`config.mk`:
```
export PLATFORM = sky130hd
export DESIGN_NAME = spf_front
export DESIGN_NICKNAME = d
export VERILOG_FILES = /design/src/sv/spf_pkg.sv /design/src/sv/spf_front.sv
export SDC_FILE = /design/constraint.sdc
export NUM_CORES = 1
export LEC_CHECK = 0
export BUFFER_PORTS_ARGS = -buffer_cell sky130_fd_sc_hd__buf_2
export CORE_AREA = 2 2 68 70
export CTS_BUF_LIST = sky130_fd_sc_hd__clkbuf_16
export DETAILED_ROUTE_END_ITERATION = 10
export DIE_AREA = 0 0 70 72
export PLACE_DENSITY = 0.95
export RECOVER_POWER = 25
export SLEW_MARGIN = 10
export SYNTH_ARGS = -nofsm -noshare
export SYNTH_HDL_FRONTEND = slang
export SYNTH_SLANG_ARGS = --single-unit
export TNS_END_PERCENT = 1
```
`constraint.sdc`:
```
create_clock -name clock -period 2.55 [get_ports clock]
set_input_delay 0.765 -clock clock [delete_from_list [all_inputs] [get_ports clock]]
set_output_delay 0.765 -clock clock [all_outputs]
set_load 0.05 [all_outputs]
```
`src/sv/spf_pkg.sv`:
```
// Package for the spin projection filter: item structs, op codes, states.
// No dependencies.
package spf_pkg;

   localparam int unsigned VALUE_W = 32;

   typedef enum logic [1:0] {
      OP_DIAG   = 2'd0,
      OP_TRIPLE = 2'd1,
      OP_VECTOR = 2'd2,
      OP_NONE   = 2'd3
   } op_type;

   typedef enum logic [1:0] {
      CSR_DIM    = 2'd0,
      CSR_COUNT  = 2'd1,
      CSR_SPINS  = 2'd2,
      CSR_DESIRE = 2'd3
   } csr_index_type;

   typedef struct packed {
      logic [1:0]  op;
      logic [7:0]  slot;
      logic [5:0]  row_index;
      logic [5:0]  col_index;
      logic signed [31:0] value;
      logic        last;
   } req_type;

   typedef struct packed {
      logic [5:0]  out_row;
      logic signed [31:0] out_value;
      logic        out_last;
   } rsp_type;

   typedef enum logic [3:0] {
      ST_IDLE,
      ST_COPY,
      ST_SPIN,
      ST_DIAG_RD,
      ST_DIAG_WR,
      ST_TRI_RD,
      ST_TRI_OLD,
      ST_TRI_ROW,
      ST_TRI_COL,
      ST_EMIT_RD,
      ST_EMIT
   } state_type;

   function automatic logic signed [31:0] sat32(input logic signed [33:0] v);
      if (v > 34'sd2147483647) return 32'sh7fffffff;
      if (v < -34'sd2147483648) return 32'sh80000000;
      return v[31:0];
   endfunction

   function automatic logic signed [31:0] qtrunc(input logic signed [63:0] p);
      logic signed [47:0] q;
      q = p[63:16];
      if (q > 48'sd2147483647) return 32'sh7fffffff;
      if (q < -48'sd2147483648) return 32'sh80000000;
      return q[31:0];
   endfunction

endpackage

```
`src/sv/spf_front.sv`:
```
// Front part: config registers and item intake into the queue.
// Depends on spf_pkg.
module spf_front (
   input  logic              clock,
   input  logic              reset,
   input  logic              start,
   input  spf_pkg::req_type  req_item,
   output logic              busy,
   input  logic              csr_valid,
   output logic              csr_ready,
   input  logic [1:0]        csr_index,
   input  logic [31:0]       csr_data,
   input  logic              q_full,
   output logic              q_push,
   output spf_pkg::req_type  q_item,
   output logic [6:0]        dim_reg,
   output logic [8:0]        count_reg,
   output logic [4:0]        spins_reg,
   output logic [3:0]        desire_reg
);
   import spf_pkg::*;
   logic [6:0] dim_ff; logic [8:0] cnt_ff; logic [4:0] spn_ff; logic [3:0] des_ff;

   assign busy      = q_full;
   assign q_push    = start && !q_full && (req_item.op != OP_NONE);
   assign q_item    = req_item;
   assign csr_ready = 1'b1;

   always_ff @(posedge clock) begin
      if (reset) begin
         dim_ff <= 7'd64; cnt_ff <= '0; spn_ff <= 5'd8; des_ff <= '0;
      end else if (csr_valid) begin
         case (csr_index_type'(csr_index))
            CSR_DIM:    dim_ff <= csr_data[6:0];
            CSR_COUNT:  cnt_ff <= csr_data[8:0];
            CSR_SPINS:  spn_ff <= csr_data[4:0];
            CSR_DESIRE: des_ff <= csr_data[3:0];
            default: ;
         endcase
      end
   end
   assign dim_reg = dim_ff; assign count_reg = cnt_ff;
   assign spins_reg = spn_ff; assign desire_reg = des_ff;
endmodule

```
Word level (Yosys, flattened, before mapping) --
Index checks and enable logic that the tools add are counted.
Word-level totals: register bits 25, output and inout port bits 83
Cells by class: equality and inequality tests 4, reduce and logical (&&, ||, !) cells 8
Operators by type and width (number):
- $reduce_and A2 Y1 | 4
- $eq A2 B2 Y1 const B | 2
- $eq A2 B1 Y1 const B | 1
- $logic_and A1 B1 Y1 | 2
- $logic_not A2 Y1 | 1
- $ne A2 B2 Y1 const B | 1
- $logic_not A1 Y1 | 1

Longest topological paths before layout --
word-level depth 3, mapped depth 3, gate-level depth less buffers 2

Worst setup path after synthesis --
OpenSTA, ideal clock, no wires.
kind input-to-output, from input start, to output q_push, data arrival time 1979 ps, setup slack -194 ps, stages 2, path buffers 0, cell sequence inv_1 a211oi_1
Between the ends: longest elaborated chain between the ends 2
RTL lines:
- start: declaration | line spf_front.sv:6 | input logic start,
- $logic_and A1 B1 Y1 (2 in a row) | line spf_front.sv:25 | assign q_push = start && !q_full && (req_item.op != OP_NONE);
- end: declaration | line spf_front.sv:14 | output logic q_push,
No other way between the ends.

Worst setup path in the final report --
from input req_item[53] (netlist bit), to output q_push
Between the ends: longest elaborated chain between the ends 2
RTL lines:
- start: declaration | line spf_front.sv:7 | input spf_pkg::req_type req_item,
- $ne A2 B2 Y1 | line spf_front.sv:25
- $logic_and A1 B1 Y1 | line spf_front.sv:25
No other way between the ends.

==> flow_summary.ini <==
[critical_path]
cp.arrival_ns = 1.34
crit_type = input port to primary output
crit_fanout = 2
worst-r2r-cell-count = 2
endpoint_kind = primary output
r2r_end = dim_reg[6]
worstReg2RegStart = dim_reg[6]
critPathLaunchType = input port
required_ns = 1.79
reg2reg_slack_ns = 1.94

[job]
maxCapViolations = 0

[grt]
use_met2_pct = 18.4
met1_usage_pct = 11.7
antenna_found_initial = 0
grt.busiest_layer = met2
track_usage_pct = 11.2
grt_start_max_net_pins = 37
use_met3_pct = 3.19
grt_pass1_wl_um = 4380
gr-total-overflow = 0
grt_pass1_vias = 896

[timing]
layout_setup_ws_ns = 0.440
finalHoldViolCount = 0
finalSetupViolCount = 0
relSlewSlack_pct = 26.0
finalSetupTns_ns = 0
min_period_ns = 2.11
rsz0062_at_grt = false
layout_worst_path_cycle_share_pct = 82.7
clock_skew_ns = 0
slew_viol_final = 0
worst_pin_slew_ns = 1.11
max_freq_ghz = 0.474

[synthesis]
synth_warnings = 0
ys_ff_latch = 25
synth.distinct_cells = 15
synth_area_sq_um = 1490
syn_avg_cell_area_sq_um = 9.42
synth_fp_nets = 252
synth_seq_area_share_pct = 33.6
syn_inst = 158

[clock_tree]
cts_buffers = 3
cts_hold_buf = 0
cts_tree = built
cts-resized-gates = 0
cts-root-buf = clkbuf_16
postCtsSetupBuffers = 0
htree_levels = 1
cts_buffer_depth = 2
path_clk_slew_ns = 0.06
cts.sinks = 25
clk_latency_ns = 0.26

[layout]
n_antenna_cell = 0
syn2layout_area_growth_pct = -4.71
final_cell_count_no_fill = 198
multi_input_area_sq_um = 541
largest_reg_flops = 9
fill_cells = 458
fin_nets = 241
stdcell_area_sq_um = 1420
register_area_sq_um = 500
drive_above_1_share_pct = 34.9

[placed_design]
dpl.cell_count = 194
port_buffers = 46
routabilityCongestion = 0.725
place_ws_ns = 0.434
placed_area_sq_um = 1340
dp_hpwl_um = 2130

[power]
powerDensity_nw_per_um2 = 642
clkPwrFrac_pct = 38.6
pwr-share-comb_pct = 16.3
intPower_uw = 661
switching_share_pct = 27.4
leakage_uw = 0.000704
power_uw = 910
power_switching_uw = 249
ir_drop_v = 0.000324
pwr-share-seq_pct = 45.1

[detailed_routing]
vias_per_cell = 4.48
drt_iter0_markers = 9
ant_nets = 0
dr_total_vias = 887
routed_wl_um = 2790
wl_per_cell_um = 14.1
drc = 0
firstDrtPassIters = 4

[floorplan]
core_area_sq_um = 4260
ios = 177
fp.dieW_um = 70
initial_core_util_pct = 34.9
rows = 24
die_area_sq_um = 5040
die_h_um = 72

[status]
outcome = completed

[hold_path]
hp-start = spins_reg[2]
hold-path-cell-count = 2
hold_class = register to register
min_to = spins_reg[2]
per-stage QoR:
step           hold slack, ns  util [%]
6_report                0.471      33.3
3_3_place_gp            0.455      31.4
2_1_floorplan           0.693         -
4_1_cts                 0.473      33.3
5_1_grt                 0.495      33.3
3_5_place_dp            0.459      31.4
cell type report:
type	count	share of cell area (%)
Timing Repair Buffer	46	16.1
Clock inverter	1	0.353
Multi-Input combinational cell	70	38.1
Clock buffer	3	5.29
Inverter	1	0.265
Tap cell	52	4.59
Sequential cell	25	35.3
synthesized netlist by cell type (all sizes together):
cell type,n,area share (%)
buf,59,29
nand2b,32,13
dfxtp,25,34
mux2i,25,17
nor2,4,1.0
clkbuf,3,0.76
and3b,2,1.2
nand3b,2,1.0
a211oi,1,0.50
conb,1,0.25
inv,1,0.25
nand3,1,0.34
nor3b,1,0.84
or3b,1,0.59
cells by family (layout without fill, tap and decap cells):
| group | Yosys count | in the layout | share of synthesized area (%) |
|---|---|---|---|
| other | 1 | 1 | 0.252 |
| and+or+nand+nor | 43 | 43 | 18.4 |
| buffers and inverters | 63 | 51 | 30.4 |
| AOI/OAI and AO/OA | 1 | 1 | 0.504 |
| DFF | 25 | 25 | 33.6 |
| muxes | 25 | 25 | 16.8 |
metal layers:
metal | vias up | part of all wire [%]
li1 | 422 | -
met1 | 392 | 38
met2 | 52 | 46
met3 | 21 | 11
met4 | 0 | 5.2
met5 | - | 0
worst max-delay path by stage:
stage,end,startpoint,cells after the start
after detailed placement,q_push,req_item[53],3
after global placement,q_push,req_item[53],3
final,q_push,req_item[53],3
after floorplan,q_push,start,2
after CTS,q_push,req_item[53],3
after global routing,q_push,req_item[53],3
power by group through the flow:
stage / Sequential [uW] / Clock, uW / Combinational [uW]
3_3_place_gp: 419 / 0 / 147
6_report: 411 / 352 / 148
4_1_cts: 411 / 360 / 150
3_5_place_dp: 419 / 0 / 150
5_1_grt: 412 / 377 / 158
2_1_floorplan: 468 / 0 / 287
worst max-delay path, stage by stage:
cell      delay, ns
buf_2          0.11
a211oi_2       0.19
buf_2          0.28
placed cells by master, fill, tap and decap left out:
cell,netlist,routed
a211oi_2,0,1
and3b_1,2,2
buf_2,2,45
clkbuf_1,3,1
clkbuf_16,0,3
clkinv_2,0,1
conb_1,1,1
dfxtp_1,25,25
inv_1,1,1
mux2i_1,25,25
nand2b_1,32,32
nand3_1,1,1
nand3b_1,2,2
nor2_1,4,4
nor3b_2,1,1
or3b_1,1,1
Power figures use the tool's default switching activity.
