File: src/sv/spf_pkg.sv
// Package for the spin projection filter: item structs, op codes, states.
// No dependencies.
package spf_pkg;

   localparam int unsigned VALUE_W = 32;

   typedef enum logic [1:0] {
      OP_DIAG   = 2'd0,
      OP_TRIPLE = 2'd1,
      OP_VECTOR = 2'd2,
      OP_NONE   = 2'd3
   } op_type;

   typedef enum logic [1:0] {
      CSR_DIM    = 2'd0,
      CSR_COUNT  = 2'd1,
      CSR_SPINS  = 2'd2,
      CSR_DESIRE = 2'd3
   } csr_index_type;

   typedef struct packed {
      logic [1:0]  op;
      logic [7:0]  slot;
      logic [5:0]  row_index;
      logic [5:0]  col_index;
      logic signed [31:0] value;
      logic        last;
   } req_type;

   typedef struct packed {
      logic [5:0]  out_row;
      logic signed [31:0] out_value;
      logic        out_last;
   } rsp_type;

   typedef enum logic [3:0] {
      ST_IDLE,
      ST_COPY,
      ST_SPIN,
      ST_DIAG_RD,
      ST_DIAG_WR,
      ST_TRI_RD,
      ST_TRI_OLD,
      ST_TRI_ROW,
      ST_TRI_COL,
      ST_EMIT_RD,
      ST_EMIT
   } state_type;

   function automatic logic signed [31:0] sat32(input logic signed [33:0] v);
      if (v > 34'sd2147483647) return 32'sh7fffffff;
      if (v < -34'sd2147483648) return 32'sh80000000;
      return v[31:0];
   endfunction

   function automatic logic signed [31:0] qtrunc(input logic signed [63:0] p);
      logic signed [47:0] q;
      q = p[63:16];
      if (q > 48'sd2147483647) return 32'sh7fffffff;
      if (q < -48'sd2147483648) return 32'sh80000000;
      return q[31:0];
   endfunction

endpackage

File: src/sv/spf_queue.sv
// Short item queue between the front and back parts.
// Depends on spf_pkg.
module spf_queue #(
   parameter int unsigned DEPTH = 4
) (
   input  logic              clock,
   input  logic              reset,
   input  logic              push,
   input  spf_pkg::req_type  push_item,
   output logic              full,
   input  logic              pop,
   output spf_pkg::req_type  pop_item,
   output logic              not_empty
);
   import spf_pkg::*;
   localparam int unsigned AW = (DEPTH > 1) ? $clog2(DEPTH) : 1;

   req_type           mem_ff [DEPTH];
   logic [AW-1:0]     wr_ff, wr_in, rd_ff, rd_in;
   logic [AW:0]       cnt_ff, cnt_in;

   always_comb begin
      wr_in  = wr_ff;
      rd_in  = rd_ff;
      cnt_in = cnt_ff;
      if (push) begin
         wr_in = (wr_ff == AW'(DEPTH - 1)) ? '0 : wr_ff + 1'b1;
      end
      if (pop) begin
         rd_in = (rd_ff == AW'(DEPTH - 1)) ? '0 : rd_ff + 1'b1;
      end
      if (push && !pop) cnt_in = cnt_ff + 1'b1;
      else if (pop && !push) cnt_in = cnt_ff - 1'b1;
   end

   always_ff @(posedge clock) begin
      if (reset) begin
         wr_ff  <= '0;
         rd_ff  <= '0;
         cnt_ff <= '0;
      end else begin
         wr_ff  <= wr_in;
         rd_ff  <= rd_in;
         cnt_ff <= cnt_in;
      end
      if (push) mem_ff[wr_ff] <= push_item;
   end

   assign full      = (cnt_ff == (AW+1)'(DEPTH));
   assign not_empty = (cnt_ff != '0);
   assign pop_item  = mem_ff[rd_ff];

   a_no_overflow: assert property (@(posedge clock) disable iff (reset)
      full |-> !push) else $error("queue overflow");
   a_no_underflow: assert property (@(posedge clock) disable iff (reset)
      !not_empty |-> !pop) else $error("queue underflow");
   a_count: assert property (@(posedge clock) disable iff (reset)
      (push && !pop) |=> cnt_ff == $past(cnt_ff) + 1'b1) else $error("count");
endmodule

File: config.mk
export PLATFORM = sky130hd
export DESIGN_NAME = spf_queue
export DESIGN_NICKNAME = d
export VERILOG_FILES = /design/src/sv/spf_pkg.sv /design/src/sv/spf_queue.sv
export SDC_FILE = /design/constraint.sdc
export NUM_CORES = 1
export LEC_CHECK = 0
export BUFFER_PORTS_ARGS = -buffer_cell sky130_fd_sc_hd__clkbuf_2
export CORE_MARGIN = 2
export CORE_UTILIZATION = 50
export DETAILED_ROUTE_END_ITERATION = 12
export GPL_ROUTABILITY_DRIVEN = 0
export GPL_TIMING_DRIVEN = 0
export PLACE_DENSITY = 0.69
export SYNTH_ARGS = -nofsm -noshare
export SYNTH_HDL_FRONTEND = slang
export SYNTH_SLANG_ARGS = --single-unit
File: constraint.sdc
create_clock -name clock -period 4.7 [get_ports clock]
set_clock_uncertainty 0.05 [all_clocks]
set_input_delay 0.94 -clock clock [delete_from_list [all_inputs] [get_ports clock]]
set_output_delay 0.94 -clock clock [all_outputs]
set_load 0.02 [all_outputs]
* Word-level counts from Yosys, hierarchy flattened *
Memory sizes are Yosys's and may differ from the RTL's. A register that Yosys moved wholly into a read port is not among the register bits.
Index checks and enable logic that the tools add are counted.

cells by class
  add/subtract/negate cells = 4
  equality and inequality tests = 3
  mux-type cells = 8
  reduce and logical (&&, ||, !) cells = 6

operators with widths
  kind                                                                 number
  2-bit two-way mux                                                    4
  3-bit two-way mux                                                    2
  2-bit by 1-bit adder with 2-bit output (second input constant)       2
  2-bit equality test (second input constant)                          2
  3-bit by 1-bit adder with 3-bit output (second input constant)       1
  3-bit equality test (second input constant)                          1
  3-bit nonzero test                                                   1
  3-bit by 1-bit subtractor with 3-bit output (second input constant)  1
  1-bit logical AND                                                    2
  1-bit zero test                                                      2
  1-bit two-way mux                                                    2
  2-bit nonzero test                                                   1

word-level totals
  register bits = 7
  memory bits (writable) = 220
  input port bits = 59
  output and inout port bits = 57
  logic and storage cells = 25
  memories = 1

memory list
  memory  words  bits a word  read ports  clocked after memory_dff  write ports  line             source
  mem_ff  4      55           1           1                         1            spf_queue.sv:18  req_type mem_ff [DEPTH];

* Logic depth before layout (Yosys ltp) *
  word-level depth = 4
  mapped depth = 7
  gate-level depth less buffers = 7

* Worst setup path before layout *
OpenSTA, ideal clock, no wires.

  path type = input-to-reg
  start point = input port push
  end point = memory mem_ff[0][0] (netlist bit), enable pin
  library setup time = 418 ps
  arrival time = 2246 ps
  data required time = 4232 ps
  setup slack = 1986 ps
  stages = 1
  buffers on the path = 0
  cell sequence = and2_1

on the way
  longest elaborated chain between the ends = 2

RTL lines
  what                                     line             source
  from (decl)                              spf_queue.sv:8   input logic push,
  1-bit two-way mux                        spf_queue.sv:46  if (push) mem_ff[wr_ff] <= push_item;
  1-bit two-way mux (implied by the code)  spf_queue.sv:46
  to (decl)                                spf_queue.sv:18

No other way between the ends.

==> metrics.txt <==
clock share of power 0.383; Combinational Power Share 0.097; max-slew violation total from the final report 0; post-synthesis cell count approximately 330; R2R Setup Slk 2.92 ns; Bufs and invs on worst path 3; Port Buffer Count roughly 120; placed cells around 670; Hold WC Path Type reg2reg; switching share of total power 0.2209; # diodes 0; buffers inserted by post-CTS timing repair 0; Synth-to-Final Area Change 18.84%; Core Area 0.01652 sq mm; yosys warns 0; ys async rst share 0; Tot GR Track Use 0.1626; reg2reg end mem_ff[2][38]$_DFFE_PP_; most common cell after layout, fill and taps aside edfxtp_1; vias per cell about 5.4; hold buffers post-CTS 0; pin count of the biggest net entering global routing 56; Seq pwr share 0.520; Residual DRC 0; critical path class reg2out; Fmax 336.5 MHz; 1st-iter DRT viols about 280; Die X between 100 and 150 um; fin crit period 2.972 ns; Clk pin slew, worst setup/hold paths about 0.06 ns; Mean Syn Cell Area 25.52 sq um; CTS H-tree depth 1; max-cap violation count 0; nets between 500 and 600; Final Power 4543 uW; CP startpoint kind register; launching point of the worst reg2reg path wr_ff[0]$_SDFFE_PP0P_; CP delay by family, top buffers and inverters; Final Worst Setup Slack between 1.5 and 2 ns; register area share after synthesis 0.8034; CP most frequent cell clkbuf_2; detailed placement HPWL 8386 um; outcome finished clean; Post-synth EDFFs 220; Hold Path Depth 2; Critical Path AT 1.98 ns; RSZ-0062 raised after global routing false; initial core utilization 0.5112; # IOs 116; CTS resizes 0; Tightest Pin Transition between 0.8 and 0.9 ns; Net Switching about 1000 uW; pre-CTS WS between 2 and 2.5 ns; Synth Register Bits around 230; via count 3794; Final ANT Viol Nets 0; Die Height 134.0 um; DR WL/cell a little over 20 um; CP Capture Type output port; CTS Buf Count 24; placed inst area 0.009308 sq mm; die area ~0.018 sq mm; clk sinks 229; layout cells sized above 1 0.4406; path depth of the worst reg2reg path 3; Clock Path Buffers 3; fin crit share 0.6323; final instance area between 0.01 and 0.015 sq mm; slowest stage delay, CP between 0.3 and 0.4 ns; Hold Vio Cnt, Final 0; most frequent cells in the layout edfxtp_1, clkbuf_2, mux4_2; initial antenna violation count 0; first-pass GRT wire length 22040 um; CTS tree built; DRT Wirelength between 10000 and 15000 um; synthesized area 0.008447 sq mm; internal power about 3500 uW; Max VDD drop a little under 0.0003 V; Detailed Routing Iterations Pass 1 4; FP Rows between 40 and 50; final setup fails 0; CP required between 3 and 4 ns; Setup TNS 0 ns; Non-Filler Instances 708; root buf cell clkbuf_16; Syn Nets approximately 400; worst-skew pair later-pin latency ~0.5 ns; vias in the first global route slightly above 4000; hold_sp cnt_ff[2]$_SDFFE_PP0P_; Netlist cell types 19; CP max stage cell mux4_2; fillcell total between 1000 and 1500; Post-synth top flop edfxtp_1; static leakage between 0.003 and 0.004 uW; Hold Path End cnt_ff[2]$_SDFFE_PP0P_; Worst Path Max Fanout 10; global route total overflow 0; power per standard cell area roughly 450 mW/mm^2; Slew Limit Headroom 0.4117; critical-path cell list clkbuf_2, buf_2, mux4_2, clkbuf_2
[final cells by class]
class	count	area (sq um)	area share
multi-input cells	86	1514	0.1508
clock buffers	29	640.6	0.06382
well taps	220	275.3	0.02742
inverters	4	15.01	0.001496
repair buffers	115	575.6	0.05734
clock inverters	13	90.09	0.008974
flip-flops and latches	229	6787	0.6761
plain buffers	12	141.4	0.01408
[cell usage after synthesis, types with 4 or more instances]
library cell    n  area, sq um
mux4_2         50         1126
mux4_1          5        131.4
buf_12          5        100.1
edfxtp_1      220         6606
dfxtp_1         9        180.2
mux2i_1         4        40.04
nor2_1          7        26.28
buf_2           5        25.02
and2_1          4        25.02
ha_1            6        75.07
inv_1           4        15.01
[power groups by stage]
stage          Clock [uW]  Sequential (uW)  Combinational (uW)
2_1_floorplan           0             2400                 290
3_3_place_gp            0             2410                 437
3_5_place_dp            0             2410                 448
4_1_cts              1780             2360                 450
5_1_grt              1860             2370                 472
6_report             1740             2360                 439
[stage by stage]
stage	utilization	hold slack, ns
floorplan	-	0.4053
global placement	0.5627	0.4217
detailed placement	0.5633	0.4768
CTS	0.6075	0.4870
global route	0.6075	0.5075
finish	0.6075	0.4769
[layer usage]
metal  track usage  vias to the layer above  wire length, um
li1              -                     1705                -
met1        0.2159                     1956             5956
met2        0.2761                      118             7254
met3       0.03477                       15              924
met4       0.04551                        0              200
met5             0                        -                0
[state kept, by name (all words and copies together) (netlist names), named ones only]
| signal | cells |
|---|---|
| cnt_ff | 3 |
| mem_ff | 220 |
| rd_ff | 2 |
| wr_ff | 2 |
[worst max-delay path by stage]
stage               cells past startpoint                       to  slack (ns)     start
detailed placement                      7   cnt_ff[2]$_SDFFE_PP0P_        2.15      push
global route                            4              pop_item[6]        1.61  register
global placement                        2  mem_ff[1][22]$_DFFE_PP_        0.72      push
CTS                                     4              pop_item[1]        1.68  register
floorplan                               1   mem_ff[0][0]$_DFFE_PP_        1.99      push
finish                                  4             pop_item[28]        1.73  register
[kinds of logic after synthesis]
kind of cell / count (synthesis) / synth area share
muxes: 59 / 0.1536
buffers and inverters: 16 / 0.01851
xor gates and xnor gates: 2 / 0.002074
and+or+nand+nor: 15 / 0.009331
adders and majority gates: 7 / 0.01126
AOI/OAI and AO/OA: 3 / 0.001777
DFF: 229 / 0.8034
[worst reg2reg max path, stage by stage (launching register included)]
cell and delay, ns:
dfxtp_1 0.35, inv_1 0.10, ha_1 0.14, and2_4 0.73
Note: power is estimated with default switching activity, not from simulation.
